### config.mk
export PLATFORM = sky130hd
export DESIGN_NAME = websocket_frame_unmask_unit
export DESIGN_NICKNAME = d
export VERILOG_FILES = /design/src/rtl/core/wsu_pkg.sv /design/src/rtl/core/websocket_frame_unmask_unit.sv /design/src/rtl/core/wsu_parse.sv
export SDC_FILE = /design/constraint.sdc
export NUM_CORES = 1
export LEC_CHECK = 0
export BUFFER_PORTS_ARGS = -buffer_cell sky130_fd_sc_hd__buf_2
export CAP_MARGIN = 20
export CORE_UTILIZATION = 40
export DETAILED_ROUTE_END_ITERATION = 10
export HOLD_SLACK_MARGIN = 0.03
export MAX_ROUTING_LAYER = met4
export SYNTH_ARGS = -nofsm -noshare
export SYNTH_HDL_FRONTEND = slang
export SYNTH_SLANG_ARGS = --single-unit
### constraint.sdc
create_clock -name clk -period 3.65 [get_ports clk]
set_input_delay 0.73 -clock clk [delete_from_list [all_inputs] [get_ports clk]]
set_output_delay 0.73 -clock clk [all_outputs]
set_load 0.01 [all_outputs]
### src/rtl/core/wsu_pkg.sv
// Shared types and constants of the WebSocket frame unmask unit.
package wsu_pkg;

  localparam int DEFAULT_BUFFER_BYTES = 4096;

  localparam int TEXT_W = 13;
  localparam logic [TEXT_W-1:0] TEXT_MAX = '1;

  localparam logic [3:0] OPCODE_CLOSE = 4'h8;
  localparam logic [6:0] LEN_EXT16 = 7'd126;
  localparam logic [6:0] LEN_EXT64 = 7'd127;

  // Header sizes for the three length encodings, mask key included.
  localparam int HDR_BYTES_SHORT = 6;
  localparam int HDR_BYTES_16 = 8;
  localparam int HDR_BYTES_64 = 14;

  localparam logic [3:0] EXT16_BYTES = 4'd2;
  localparam logic [3:0] EXT64_BYTES = 4'd8;
  localparam logic [3:0] MASK_BYTES = 4'd4;

  localparam logic [1:0] STATUS_OK = 2'd0;
  localparam logic [1:0] STATUS_REJECT = 2'd1;
  localparam logic [1:0] STATUS_UNMASKED = 2'd2;
  localparam logic [1:0] STATUS_INCOMPLETE = 2'd3;

  typedef enum logic [2:0] {
    PH_FIRST,
    PH_SECOND,
    PH_EXTLEN,
    PH_MASK,
    PH_PAYLOAD,
    PH_DONE
  } phase_t;

  typedef enum logic [1:0] {
    LEN_KIND_SHORT,
    LEN_KIND_16,
    LEN_KIND_64
  } len_kind_t;

  typedef struct packed {
    logic [7:0] data_byte;
    logic       last_byte;
  } frame_item_t;

  typedef struct packed {
    logic [7:0]        payload_byte;
    logic              byte_valid;
    logic              is_end;
    logic [1:0]        frame_status;
    logic [TEXT_W-1:0] text_length;
  } result_item_t;

  typedef struct packed {
    logic         valid;
    result_item_t item;
  } parse_result_t;

endpackage

### src/rtl/core/websocket_frame_unmask_unit.sv
// Top level of the WebSocket frame unmask unit with its output register and skid stage.
//
// The frame channel (frame_valid, frame_stall, frame_item) carries one byte of a
// received buffer per item, with last_byte marking the final byte of the buffer.
// The unit parses one frame header from the start of each buffer, then sends
// every payload byte XORed with the mask key on the result channel (result_valid,
// result_stall, result_item). The item for the last byte also carries is_end,
// the frame status and the count of payload bytes before the first zero byte.
// Header bytes and bytes past the payload produce no result unless they end the
// buffer.
// A result is registered in the output register, or in the skid register when the
// receiver stalls. Throughput is one byte per cycle while the skid register is
// empty; apart from reset, only a full skid register raises frame_stall.
// When the receiver stalls, the pending result holds in the output register and
// one more result lands in the skid register; frame_stall then rises and stays
// high until the receiver takes the item waiting in the output register.
// Reset clears the parser to expect the first header byte, empties both output
// registers and holds frame_stall high; the first byte can be taken once reset
// is low.
module websocket_frame_unmask_unit #(
  parameter int BUFFER_BYTES = wsu_pkg::DEFAULT_BUFFER_BYTES
) (
  input  logic                 clk,
  input  logic                 rst,
  input  logic                 frame_valid,
  output logic                 frame_stall,
  input  wsu_pkg::frame_item_t frame_item,
  output logic                 result_valid,
  input  logic                 result_stall,
  output wsu_pkg::result_item_t result_item
);
  import wsu_pkg::*;

  parse_result_t parse_out;
  logic          frame_accept;
  logic          result_fire;
  logic          skid_valid;
  result_item_t  skid_item;

  // Apart from reset, the skid register is the only thing that can push back on
  // the sender, so frame_stall has no path from result_stall.
  assign frame_stall  = rst || skid_valid;
  assign frame_accept = frame_valid && !frame_stall;
  assign result_fire  = result_valid && !result_stall;

  wsu_parse #(
    .BUFFER_BYTES (BUFFER_BYTES)
  ) u_parse (
    .clk    (clk),
    .rst    (rst),
    .accept (frame_accept),
    .item   (frame_item),
    .result (parse_out)
  );

  // Output register control. A waiting skid item always goes out first; while
  // it waits no new byte is taken, so the parser produces nothing then.
  always_ff @(posedge clk) begin
    if (rst) begin
      result_valid <= 1'b0;
      skid_valid   <= 1'b0;
    end else if (skid_valid) begin
      if (result_fire) begin
        result_valid <= 1'b1;
        skid_valid   <= 1'b0;
      end
    end else if (!result_valid || result_fire) begin
      result_valid <= parse_out.valid;
    end else if (parse_out.valid) begin
      skid_valid <= 1'b1;
    end
  end

  // Payload side of the same two registers; no reset needed.
  always_ff @(posedge clk) begin
    if (skid_valid) begin
      if (result_fire) begin
        result_item <= skid_item;
      end
    end else if (!result_valid || result_fire) begin
      if (parse_out.valid) begin
        result_item <= parse_out.item;
      end
    end else if (parse_out.valid) begin
      skid_item <= parse_out.item;
    end
  end

endmodule

### src/rtl/core/wsu_parse.sv
// Frame header parser, payload unmasking and end-of-buffer status.
module wsu_parse #(
  parameter int BUFFER_BYTES = wsu_pkg::DEFAULT_BUFFER_BYTES
) (
  input  logic                  clk,
  input  logic                  rst,
  input  logic                  accept,
  input  wsu_pkg::frame_item_t  item,
  output wsu_pkg::parse_result_t result
);
  import wsu_pkg::*;

  localparam int CountW = $clog2(BUFFER_BYTES + 1);
  localparam logic [CountW-1:0] LimitShort = CountW'(BUFFER_BYTES - HDR_BYTES_SHORT);
  localparam logic [CountW-1:0] Limit16 = CountW'(BUFFER_BYTES - HDR_BYTES_16);
  localparam logic [CountW-1:0] Limit64 = CountW'(BUFFER_BYTES - HDR_BYTES_64);

  phase_t            phase, phase_next;
  logic [3:0]        header_index, header_index_next;
  len_kind_t         length_kind, length_kind_next;
  logic [63:0]       declared_length, declared_length_next;
  logic [31:0]       mask_key, mask_key_next;
  logic [CountW-1:0] payload_count, payload_count_next;
  logic [TEXT_W-1:0] text_count, text_count_next;
  logic              zero_seen, zero_seen_next;
  logic [1:0]        reject_code, reject_code_next;

  logic [7:0]        b;
  logic [7:0]        mask_byte;
  logic [7:0]        unmasked;
  logic              emit;
  logic [3:0]        index_inc;
  logic [3:0]        ext_bytes;
  logic [CountW-1:0] count_inc;
  logic [CountW-1:0] payload_limit;
  logic [1:0]        status;

  assign b = item.data_byte;
  assign index_inc = header_index + 4'd1;
  assign count_inc = payload_count + CountW'(1);
  assign ext_bytes = (length_kind == LEN_KIND_16) ? EXT16_BYTES : EXT64_BYTES;

  always_comb begin
    case (length_kind)
      LEN_KIND_16: payload_limit = Limit16;
      LEN_KIND_64: payload_limit = Limit64;
      default:     payload_limit = LimitShort;
    endcase
  end

  // Payload byte i is masked with key byte i mod 4, first key byte in the top bits.
  always_comb begin
    case (payload_count[1:0])
      2'd0:    mask_byte = mask_key[31:24];
      2'd1:    mask_byte = mask_key[23:16];
      2'd2:    mask_byte = mask_key[15:8];
      default: mask_byte = mask_key[7:0];
    endcase
  end

  always_comb begin
    phase_next           = phase;
    header_index_next    = header_index;
    length_kind_next     = length_kind;
    declared_length_next = declared_length;
    mask_key_next        = mask_key;
    payload_count_next   = payload_count;
    text_count_next      = text_count;
    zero_seen_next       = zero_seen;
    reject_code_next     = reject_code;
    unmasked             = '0;
    emit                 = 1'b0;

    case (phase)
      PH_FIRST: begin
        if (!b[7] || b[3:0] == OPCODE_CLOSE || item.last_byte) begin
          reject_code_next = STATUS_REJECT;
          phase_next       = PH_DONE;
        end else begin
          phase_next = PH_SECOND;
        end
      end
      PH_SECOND: begin
        header_index_next    = '0;
        declared_length_next = '0;
        if (!b[7]) begin
          reject_code_next = STATUS_UNMASKED;
          phase_next       = PH_DONE;
        end else if (b[6:0] == LEN_EXT16) begin
          length_kind_next = LEN_KIND_16;
          phase_next       = PH_EXTLEN;
        end else if (b[6:0] == LEN_EXT64) begin
          length_kind_next = LEN_KIND_64;
          phase_next       = PH_EXTLEN;
        end else begin
          length_kind_next     = LEN_KIND_SHORT;
          declared_length_next = 64'(b[6:0]);
          phase_next           = PH_MASK;
        end
      end
      PH_EXTLEN: begin
        declared_length_next = {declared_length[55:0], b};
        if (index_inc >= ext_bytes) begin
          header_index_next = '0;
          phase_next        = PH_MASK;
        end else begin
          header_index_next = index_inc;
        end
      end
      PH_MASK: begin
        mask_key_next = {mask_key[23:0], b};
        if (index_inc >= MASK_BYTES) begin
          header_index_next = '0;
          phase_next        = (declared_length == '0) ? PH_DONE : PH_PAYLOAD;
        end else begin
          header_index_next = index_inc;
        end
      end
      PH_PAYLOAD: begin
        unmasked = b ^ mask_byte;
        emit     = 1'b1;
        if (!zero_seen) begin
          if (unmasked == 8'd0) begin
            zero_seen_next = 1'b1;
          end else if (text_count != TEXT_MAX) begin
            text_count_next = text_count + TEXT_W'(1);
          end
        end
        payload_count_next = count_inc;
        if (64'(count_inc) >= declared_length || count_inc >= payload_limit) begin
          phase_next = PH_DONE;
        end
      end
      default: begin
      end
    endcase
  end

  always_comb begin
    if (reject_code_next != STATUS_OK) begin
      status = reject_code_next;
    end else if (phase_next == PH_SECOND || phase_next == PH_EXTLEN ||
                 phase_next == PH_MASK) begin
      status = STATUS_INCOMPLETE;
    end else begin
      status = STATUS_OK;
    end
  end

  always_comb begin
    result.valid             = accept && (emit || item.last_byte);
    result.item.payload_byte = unmasked;
    result.item.byte_valid   = emit;
    result.item.is_end       = item.last_byte;
    result.item.frame_status = item.last_byte ? status : STATUS_OK;
    result.item.text_length  = (item.last_byte && status == STATUS_OK) ?
                               text_count_next : '0;
  end

  // The last byte of a buffer returns the parser to its reset state.
  always_ff @(posedge clk) begin
    if (rst || (accept && item.last_byte)) begin
      phase           <= PH_FIRST;
      header_index    <= '0;
      length_kind     <= LEN_KIND_SHORT;
      declared_length <= '0;
      mask_key        <= '0;
      payload_count   <= '0;
      text_count      <= '0;
      zero_seen       <= 1'b0;
      reject_code     <= STATUS_OK;
    end else if (accept) begin
      phase           <= phase_next;
      header_index    <= header_index_next;
      length_kind     <= length_kind_next;
      declared_length <= declared_length_next;
      mask_key        <= mask_key_next;
      payload_count   <= payload_count_next;
      text_count      <= text_count_next;
      zero_seen       <= zero_seen_next;
      reject_code     <= reject_code_next;
    end
  end

endmodule

==> impl_results.md, run 1 <==
* Post-Syn Area per Cell at 9.014 sq um
* Cts bufs inserted at 17
* Share of the clock period used by the worst path at 88.08%
* Synth Area in XOR/XNOR at 3.814%
* Max Cap Viol at 0
* Total wire length at 19820 um
* Unique cell type count in the Yosys netlist at 64
* CP Capture Type: flip-flop
* HPWL Detailed at 13150 um
* Mux contribution to synthesized area at 1.391%
* Slowest cell on the critical path: dfxtp_1
* Global-route wire length before repair at 31980 um
* Nets at 1010
* Std-Cell Rows at 53
* Total gr overflow at 0
* Clock Path Buffers at 2
* Max Freq at 0.3111 GHz
* Async SR Flop Fraction at 0%
* Pwr Density at 423.9 mW/mm^2
* Synth Area in Simple Gates at 19.34%
* Final hold vios at 0
* Global Route Usage Sum at 18.65%
* Critical path buffer and inverter count at 0
* Final setup violating endpoints at 0
* Register share of total power at 52.1%
* DRT Pass-1 Iters at 5
* Cell Area, Synth at 0.008726 sq mm
* Ant diodes at 0
* Clock power frac at 43.1%
* Drt initial violations at 598
* Synth Warn # at 0
* RSZ-0062 raised after global routing: false
* Number of vias per cell at 5.500
* Routed WL per cell at 15.72 um
* P_leak at 3.312 nW
* Post-cts sizing count at 0
* Vias in the first global route at 6153
* Core area at 0.02122 sq mm
* Gp weighted congestion at 0.8324
* Status: finished clean
* Sw frac at 22.75%
* Die height at 149.7 um
* Main synth FF type: dfxtp_1
* Compound-Gate Fraction of Synth Area at 18.45%
* Setup CP Type: reg2reg
* DR vias at 6935
* Clk slew on worst S/H paths at 70 ps
* Ports at 40
* Number of fill cells at 2082
* Setup Skew at 10.01 ps
* Initial Util at 41.12%
* WP data arrival at 3510 ps
* DRT antenna net count at 0
* Port bufs at 39
* Initial antenna violation count at 0
* Worst-skew pair later-pin latency at 430 ps
* Clock tree sinks at 186
* Net switching power at 0.0009335 W
* Post-synth EDFFs at 50
* Fin util at 45.61%
* Peak VDD IR at 250.1 uV
* Slew Limit Fails at 0
* Register area at 0.004224 sq mm
* Post-synthesis adder-cell area fraction at 3.441%
* Syn nets at 1005
* CTS tree: built
* Combinational power share at 4.8%
* Largest net degree at the start of global routing at 119
* Worst stage delay on the critical path at 480 ps
* Startpoint Class: flip-flop
* # hold bufs at CTS at 0
* Most Frequent Cell on Critical Path: ha_1
* #FFs+latches synth at 186
* Relative slew slack at 32.67%
* Worst-Margin Slew at 1010 ps
* Ratio of cells with drive above 1 in the final layout at 10.45%
* Die area at 0.02241 sq mm
* CP delay by family, top: simple AND/OR/NAND/NOR gates
* TNS Setup at 0 ps
* Post-CTS setup buffer count at 0
* Crit path required time at 3940 ps
* Seq/Total Area, Yosys at 48.41%
* Syn Inst Count at 968
* Largest family of logic cells by synthesized area: simple AND/OR/NAND/NOR gates
* CP max FO at 8
* Worst-path cell chain: ha_1 > nand3_1 > nor3_1 > and3_1 > xor2_1 > ha_1 > a21o_1 > a211oi_1 > nand2_1 > o211ai_1 > a41oi_1 > nor2_1 > a31oi_1
* Internal Power at 0.003169 W
* Root buffer cell: clkbuf_16
* DRC viols at 0
* Hold Path Class: reg2reg
* Synthesis-to-finish area growth at 10.91%
* H-tree depth at 4
* Tmin final at 3215 ps
* Die X at 149.7 um
* Multi-input logic area at 0.004078 sq mm
## placed cells by master, fill, tap and decap left out, types with 9 or more instances in the layout
master and count:
a21oi_1 77, a22oi_1 65, and3_1 9, buf_2 39, buf_4 16, clkbuf_16 18, dfxtp_1 136, edfxtp_1 50
ha_1 24, inv_1 33, mux2i_1 11, nand2_1 118, nand3_1 24, nand4_1 17, nor2_1 117, nor3_1 16
nor4_1 14, o21ai_0 14, o21ai_1 10, o31ai_1 20, or3_1 10, or4_1 11, xnor2_1 16, xor2_1 22
## sequential cells by signal, summed over array words and instances, names as in the netlist
name,count
u_parse.header_index,4
skid_valid,1
result_valid,1
u_parse.mask_key,32
u_parse.length_kind,2
u_parse.phase,3
u_parse.reject_code,2
u_parse.payload_count,13
skid_item,25
u_parse.zero_seen,1
u_parse.declared_length,64
u_parse.text_count,13
result_item,25
## cells in the mapped netlist, types with 8 or more instances
cell / n / share of area [%]
a222oi_1: 8 / 0.92
nand2_1: 119 / 5.1
dfxtp_1: 136 / 31
nand4_1: 17 / 1.2
or3_1: 10 / 0.72
nor2_1: 119 / 5.1
xnor2_1: 16 / 1.6
inv_1: 33 / 1.4
ha_1: 24 / 3.4
o21ai_1: 10 / 0.57
xor2_1: 22 / 2.2
a21oi_1: 77 / 4.4
o31ai_1: 20 / 1.7
o21ai_0: 14 / 0.80
clkbuf_1: 52 / 2.2
mux2i_1: 11 / 1.3
edfxtp_1: 50 / 17
and3_1: 9 / 0.65
or4_1: 11 / 0.95
nor3_1: 16 / 0.92
nand3_1: 24 / 1.4
nor4_1: 14 / 1.0
a22oi_1: 66 / 5.7
## routing by layer
layer / track usage, % / vias to the layer above / wire, um
li1: - / 3499 / -
met2: 27.43 / 91 / 8954
met4: 5.152 / 0 / 206
met1: 26.24 / 3329 / 10120
met3: 3.140 / 16 / 545
met5: - / - / 0
## area by class of cell
type                       instances  share of cell area, %
tap                              275                  3.555
timing repair buffer              56                  3.465
multi-input combinational        678                  42.13
clock inverter                     8                 0.5818
sequential                       186                  43.65
clock buffer                      24                  5.301
inverter                          34                  1.319
## power groups by stage
stage          Sequential (W)  Clock, W  Combinational, W
2_1_floorplan         0.00219         0          0.000129
3_3_place_gp          0.00219         0          0.000196
3_5_place_dp          0.00219         0          0.000197
4_1_cts               0.00214   0.00181          0.000197
5_1_grt               0.00214   0.00188          0.000215
6_report              0.00214   0.00177          0.000195
## through the flow
step                instances  hold WS, ps  area [sq um]  power, W  worst slack (ps)
floorplan                 968        435.7          8726  0.002314             429.0
finish                   1261        455.8          9678  0.004103             435.2
global placement         1229        442.1          9109  0.002381             613.3
CTS                      1261        456.3          9678  0.004145             449.9
detailed placement       1229        448.7          9109  0.002382             475.0
global route             1261        483.5          9678  0.004238             163.8
## worst register-to-register path, stage by stage (launching register included)
cell	delay, ps
dfxtp_1	480
ha_1	260
nand3_1	170
nor3_1	400
and3_1	300
xor2_1	210
ha_1	280
a21o_1	180
a211oi_1	300
nand2_1	100
o211ai_1	110
a41oi_1	90
nor2_1	120
a31oi_1	80
## worst paths after layout
path,startpoint,end,slack (ps),cells past startpoint
worst max-delay path,u_parse.payload_count[0],u_parse.phase[0],440,13
worst max register to register,u_parse.payload_count[0],u_parse.phase[0],440,13
worst min register to register,u_parse.mask_key[31],u_parse.mask_key[31],460,2
worst min-delay path,u_parse.mask_key[31],u_parse.mask_key[31],460,2
## kinds of logic after synthesis
group / count (synthesis)
AND/OR/NAND/NOR: 365
AO/OA/AOI/OAI: 239
flip-flops: 186
buffers and inverters: 104
XOR/XNOR: 38
adder cells (fa/ha/maj): 24
multiplexers: 12
(Power assumes the default switching activity.)
==> inputs of run 2 (changes only) <==
--- a/config.mk
+++ b/config.mk
@@ -11,6 +11,8 @@
 export DETAILED_ROUTE_END_ITERATION = 10
 export HOLD_SLACK_MARGIN = 0.03
 export MAX_ROUTING_LAYER = met4
+export SLEW_MARGIN = 25
 export SYNTH_ARGS = -nofsm -noshare
 export SYNTH_HDL_FRONTEND = slang
+export SYNTH_HIERARCHICAL = 1
 export SYNTH_SLANG_ARGS = --single-unit
==> run 2 against run 1 <==
Sequential power is essentially flat; cell count shrank 4.4%; largest cell class unchanged; synthesized area shrank 3.4%; worst hold slack gained 2.9 ps; non-clock buffer count shrank 5; worst setup slack gained 90 ps; clock skew grew 6.0 ps; highest routed layer unchanged; die area shrank 3.3%.
==> impl_results.md, run 2 <==
* Status: finished clean
* Async SR Flop Fraction at 0% (unchanged)
* DRT antenna net count at 0 (unchanged)
* R2R cell count at 11 (-2)
* Unique cell type count in the Yosys netlist at 56 (-13%)
* HPWL Detailed at 12340 um (-6.2%)
* Most common cell after layout, fill and taps aside: dfxtp_1
* Max Cap Viol at 0 (unchanged)
* Seq/Total Area, Yosys at 50.09% (+1.7 points)
* Ratio of cells with drive above 1 in the final layout at 12.93% (+2.5 points)
* Post-cts sizing count at 0 (unchanged)
* Port bufs at 39 (unchanged)
* Sw frac at 23.24% (+0.49 points)
* Number of vias per cell at 5.379 (-2.2%)
* Post-synth EDFFs at 50 (unchanged)
* Crit path required time at 3820 ps (-120 ps)
* Peak VDD IR at 341.9 uV (+37%)
* WP depth at 11 (-2)
* Vias in the first global route at 6007 (-2.4%)
* Largest reg by FF count: u_parse/declared_length
* # hold bufs at CTS at 0 (unchanged)
* Max reg flops at 64 (unchanged)
* Initial antenna violation count at 0 (unchanged)
* Main synth FF type: dfxtp_1
* Synth cell count leaders: dfxtp_1 (136), nor2_1 (115), nand2_1 (100), a21oi_1 (76), a22oi_1 (66)
* Total gr overflow at 0 (unchanged)
* DR vias at 6487 (-6.5%)
* Synth top area share at 32.28% (+1.1 points)
* Register share of total power at 51.3% (-0.8 points)
* Cell count after placement at 1174 (-4.5%)
* Top flop regs: u_parse/declared_length x64, u_parse/mask_key x32
* Ports at 40 (unchanged)
* Share of the clock period used by the worst path at 85.60% (-2.5 points)
* Combinational power share at 4.6% (-0.2 points)
* P_leak at 3.133 nW (-5.4%)
* Critical path buffer and inverter count at 2 (+2)
* Hold Path Class: reg2reg
* Max Freq at 0.3201 GHz (+2.9%)
* Tmin final at 3124 ps (-90.36 ps)
* TNS Setup at 0 ps (unchanged)
* Core area at 0.02043 sq mm (-3.7%)
* Clk slew on worst S/H paths at 70 ps (about the same)
* Final Non-Filler Cells at 1206 (-4.4%)
* Final hold vios at 0 (unchanged)
* RSZ-0062 raised after global routing: false
* Global Route Usage Sum at 18.50% (-0.15 points)
* Synthesis-to-finish area growth at 11.74%
* CTS tree: built
* Die X at 147.2 um (-1.7%)
* Worst-skew pair later-pin latency at 430 ps (about the same)
* Largest net degree at the start of global routing at 116 (-2.5%)
* Relative slew slack at 51.21% (+19 points)
* Gp weighted congestion at 0.8014 (-3.7%)
* Internal Power at 0.003218 W (+1.5%)
* H-tree depth at 4 (unchanged)
* Pwr Density at 445.0 mW/mm^2 (+5.0%)
* Std-Cell Rows at 52 (-1.9%)
* Ant diodes at 0 (unchanged)
* Setup CP Type: reg2reg
* #FFs+latches synth at 186 (unchanged)
* Global-route wire length before repair at 31370 um (-1.9%)
* Slowest cell on the critical path: dfxtp_1
* Number of fill cells at 2012 (-3.4%)
* Cts bufs inserted at 17 (unchanged)
* Main area contributors after synthesis: dfxtp_1 (32%), edfxtp_1 (18%), a22oi_1 (5.9%)
* Root buffer cell: clkbuf_16
* Initial Util at 41.28% (+0.16 points)
* Worst-Margin Slew at 731.9 ps (-278.1 ps)
* Post-CTS setup buffer count at 0 (unchanged)
* Clock Path Buffers at 2 (unchanged)
* Net switching power at 0.0009747 W (+4.4%)
* Post-Syn Area per Cell at 9.257 sq um (+2.7%)
* DRC viols at 0 (unchanged)
* Commonest cells after routing, fill and taps aside: dfxtp_1 (136), nor2_1 (112), nand2_1 (100), a21oi_1 (76), a22oi_1 (66)
* Worst stage delay on the critical path at 520 ps (+40 ps)
* Clock power frac at 44.1% (+1.0 points)
* Final total power at 0.004193 W (+2.2%)
* Drt initial violations at 531 (-11%)
* Cell Area, Synth at 0.008433 sq mm (-3.4%)
* Setup Skew at 16.02 ps (+6.007 ps)
* Total wire length at 18620 um (-6.1%)
* Synth area leader: dfxtp_1
* CP delay by family, top: flip-flops
* Hold Path Depth at 2 (unchanged)
* Clock tree sinks at 186 (unchanged)
* CP Capture Type: flip-flop
* Syn Inst Count at 911 (-5.9%)
* Die area at 0.02167 sq mm (-3.3%)
* Routed WL per cell at 15.44 um (-1.8%)
* Final setup violating endpoints at 0 (unchanged)
* CP max FO at 21 (+13)
* Die height at 147.2 um (-1.7%)
* Startpoint Class: flip-flop
* Worst-path cell chain: inv_1 > ha_1 > a222oi_1 > mux2i_1 > xnor2_1 > nand4_1 > o21ai_1 > buf_4 > xor2_1 > nor2_1 > mux2_2
* DRT Pass-1 Iters at 5 (unchanged)
* Nets at 960 (-5.0%)
* Slew Limit Fails at 0 (unchanged)
* WP data arrival at 3300 ps (-210 ps)
* Most frequent cell after synthesis: dfxtp_1
* Syn nets at 948 (-5.7%)
* Synth Warn # at 6 (+6)
run 2: layout make-up:
class / count / area, sq um / share of cell area, %
well taps: 270 / 337.8 / 3.585
inverters: 37 / 138.9 / 1.474
clock inverters: 13 / 157.7 / 1.673
repair buffers: 51 / 297.8 / 3.160
multi-input cells: 630 / 3834 / 40.69
flip-flops and latches: 186 / 4224 / 44.83
clock buffers: 19 / 432.9 / 4.594
run 2: logic make-up after synthesis:
kind of cell	after synthesis	share of synthesized area, %
xor+xnor	31	3.220
flops	186	50.09
simple gates	330	17.94
fa+ha+maj	24	3.561
mux	35	4.540
compound gates	210	15.91
buf+inv	95	4.748
run 2: power groups by stage:
stage                     combinational [W]  clock (W)  sequential (W)
after floorplan                    0.000133          0         0.00219
after global placement             0.000196          0         0.00220
after detailed placement           0.000196          0         0.00220
after CTS                          0.000197    0.00189         0.00215
after global routing               0.000217    0.00198         0.00215
final                              0.000194    0.00185         0.00215
run 2: final timing paths:
kind	start	to	slack [ps]
max	u_parse/payload_count[0]	result_item[0]	530
min reg2reg	u_parse/mask_key[30]	u_parse/mask_key[30]	460
max reg2reg	u_parse/payload_count[0]	result_item[0]	530
min	u_parse/mask_key[30]	u_parse/mask_key[30]	460
run 2: metrics by stage:
step / cell area (sq um) / setup slack (ps) / util, % / hold slack, ps
floorplan: 8433 / 471.3 / - / 435.9
global placement: 8832 / 702.4 / 43.23 / 442.6
detailed placement: 8832 / 580.9 / 43.23 / 446.3
CTS: 9423 / 564.1 / 46.12 / 456.7
global route: 9423 / 186.8 / 46.12 / 469.7
finish: 9423 / 525.6 / 46.12 / 458.8
run 2: metal layers:
metal,wire length (um),GRT usage [%]
met2,8146,26.46
met3,696,3.478
met1,9614,26.84
met4,161,4.124
met5,0,-
run 2: worst reg2reg max path, delay by kind of cell (launching register included):
family / cells / cell delay [ps]
compound gates: 2 / 510
xor+xnor: 2 / 400
mux: 2 / 430
flops: 1 / 520
buf+inv: 2 / 390
fa+ha+maj: 1 / 330
simple gates: 2 / 310
==> inputs of run 3 (changes only) <==
--- a/config.mk
+++ b/config.mk
@@ -5,10 +5,11 @@
 export SDC_FILE = /design/constraint.sdc
 export NUM_CORES = 1
 export LEC_CHECK = 0
-export BUFFER_PORTS_ARGS = -buffer_cell sky130_fd_sc_hd__buf_2
 export CAP_MARGIN = 20
 export CORE_UTILIZATION = 40
+export CTS_BUF_LIST = sky130_fd_sc_hd__clkbuf_16
 export DETAILED_ROUTE_END_ITERATION = 10
+export DONT_BUFFER_PORTS = 1
 export HOLD_SLACK_MARGIN = 0.03
 export MAX_ROUTING_LAYER = met4
 export SLEW_MARGIN = 25
==> run 3 against run 2 <==
Cell count down 3.2%; largest power group unchanged; worst hold slack got worse by 98 ps; flip-flop and latch count stayed put; register-to-register slack improved by 40 ps; clock-buffer cell count fell by 2; highest routed layer unchanged; worst setup slack gained 35 ps; die area unchanged; maximum frequency grew 1.1%; critical path depth unchanged.
==> impl_results.md, run 3 (synthesis gave the netlist of run 2 again) <==
* Status: finished clean
* Crit path required time at 3830 ps (about the same)
* Multi-input logic area at 0.003840 sq mm (+0.16%)
* Initial antenna violation count at 0 (unchanged)
* Final total power at 0.004150 W (-1.0%)
* P_leak at 2.991 nW (-4.5%)
* WP data arrival at 3270 ps (-30 ps)
* Slowest cell on the critical path: dfxtp_1
* Critical path buffer and inverter count at 2 (unchanged)
* Number of fill cells at 1981 (-1.5%)
* Pwr Density at 448.1 mW/mm^2 (+0.69%)
* Setup CP Type: reg2reg
* Clock tree sinks at 186 (unchanged)
* Ports at 40 (unchanged)
* CTS tree: built
* Max Cap Viol at 0 (unchanged)
* Post-CTS setup buffer count at 0 (unchanged)
* TNS Setup at 0 ps (unchanged)
* Top flop regs: u_parse/declared_length x64, u_parse/mask_key x32
* Core area at 0.02043 sq mm (unchanged)
* Relative slew slack at 46.30% (-4.9 points)
* Ratio of cells with drive above 1 in the final layout at 9.577% (-3.4 points)
* Setup Skew at 12.60 ps (-3.421 ps)
* Die area at 0.02167 sq mm (unchanged)
* Max reg flops at 64 (unchanged)
* Worst-Margin Slew at 794.3 ps (+62.47 ps)
* Port bufs at 0 (-100%)
* Peak VDD IR at 307.4 uV (-10%)
* Hold Path Class: in2reg
* # hold bufs at CTS at 0 (unchanged)
* Final worst slack at 560.9 ps (+35.32 ps)
* Worst-skew pair later-pin latency at 430 ps (about the same)
* Initial Util at 41.28% (unchanged)
* Ant diodes at 0 (unchanged)
* Routed WL per cell at 15.88 um (+2.8%)
* Total gr overflow at 0 (unchanged)
* Number of vias per cell at 5.479 (+1.9%)
* Max Freq at 0.3237 GHz (+1.1%)
* Register area at 0.004224 sq mm (unchanged)
* Die height at 147.2 um (unchanged)
* Cts bufs inserted at 17 (unchanged)
* Final hold vios at 0 (unchanged)
* Synthesis-to-finish area growth at 9.837%
* Clock Path Buffers at 2 (unchanged)
* Gp weighted congestion at 0.8461 (+5.6%)
* Global Route Usage Sum at 17.96% (-0.53 points)
* Drt initial violations at 529 (-0.38%)
* Global-route wire length before repair at 30090 um (-4.1%)
* Largest reg by FF count: u_parse/declared_length
* CP max FO at 21 (unchanged)
* Startpoint Class: flip-flop
* Root buffer cell: clkbuf_16
* DRT antenna net count at 0 (unchanged)
* Final setup violating endpoints at 0 (unchanged)
* Share of the clock period used by the worst path at 84.63% (-0.97 points)
* Worst slack, placed at 596.2 ps (+15.34 ps)
* CP Capture Type: flip-flop
* Slew Limit Fails at 0 (unchanged)
* RSZ-0062 raised after global routing: false
* Post-cts sizing count at 0 (unchanged)
* HPWL Detailed at 12340 um (about the same)
* Worst stage delay on the critical path at 520 ps (about the same)
* Most common cell after layout, fill and taps aside: dfxtp_1
* Worst-path cell chain: inv_1 > ha_1 > a222oi_1 > mux2i_1 > xnor2_1 > nand4_1 > o21ai_1 > buf_4 > xor2_1 > nor2_1 > mux2_2
* Largest net degree at the start of global routing at 96 (-17%)
* Die X at 147.2 um (unchanged)
* Tmin final at 3089 ps (-35.32 ps)
* DRT Pass-1 Iters at 6 (+1)
* Vias in the first global route at 5691 (-5.3%)
* DR vias at 6399 (-1.4%)
* Commonest cells after routing, fill and taps aside: dfxtp_1 (136), nor2_1 (112), nand2_1 (100), a21oi_1 (76), a22oi_1 (66)
* CP delay by family, top: flip-flops
* Clk slew on worst S/H paths at 70 ps (about the same)
* H-tree depth at 4 (unchanged)
* Total wire length at 18540 um (-0.41%)
* Nets at 922 (-4.0%)
* DRC viols at 0 (unchanged)
* Std-Cell Rows at 52 (unchanged)
-- run 3: report_power, final --
| part | internal (W) | total, W | leakage (nW) | switching, W |
|---|---|---|---|---|
| clock | 0.000969 | 0.00183 | 0.281 | 0.000862 |
| sequential | 0.00213 | 0.00215 | 1.54 | 0.0000246 |
| combinational | 0.0000522 | 0.000164 | 1.17 | 0.000112 |
-- run 3: final cells by class --
type,instances,area share [%]
inverter,37,1.499
clock inverter,15,1.743
timing repair buffer,13,1.459
sequential,186,45.60
multi-input combinational,630,41.46
tap,270,3.647
clock buffer,17,4.593
-- run 3: path summary, 6_finish.rpt --
check / from / to / slack [ps] / depth (start not counted)
worst min-delay path: rst / result_valid / 360 / 1
worst max-delay path: u_parse/payload_count[0] / result_item[0] / 560 / 11
worst max register to register: u_parse/payload_count[0] / result_item[0] / 560 / 11
worst min register to register: u_parse/mask_key[28] / u_parse/mask_key[28] / 460 / 2
-- run 3: metal layers --
metal,vias to the layer above,track usage (%),share of wire (%)
met5,-,-,0
met2,144,25.24,44
met4,0,5.258,1.1
li1,3206,-,-
met1,3037,25.65,50
met3,12,3.851,4.8
-- run 3: stage by stage --
step           instance area, sq um  util [%]  hold WS [ps]  cells
2_1_floorplan                  8433         -         435.9    911
3_3_place_gp                   8670     42.44         442.8   1136
3_5_place_dp                   8676     42.47         446.9   1136
4_1_cts                        9263     45.34         340.8   1168
5_1_grt                        9263     45.34         335.1   1168
6_report                       9263     45.34         360.5   1168
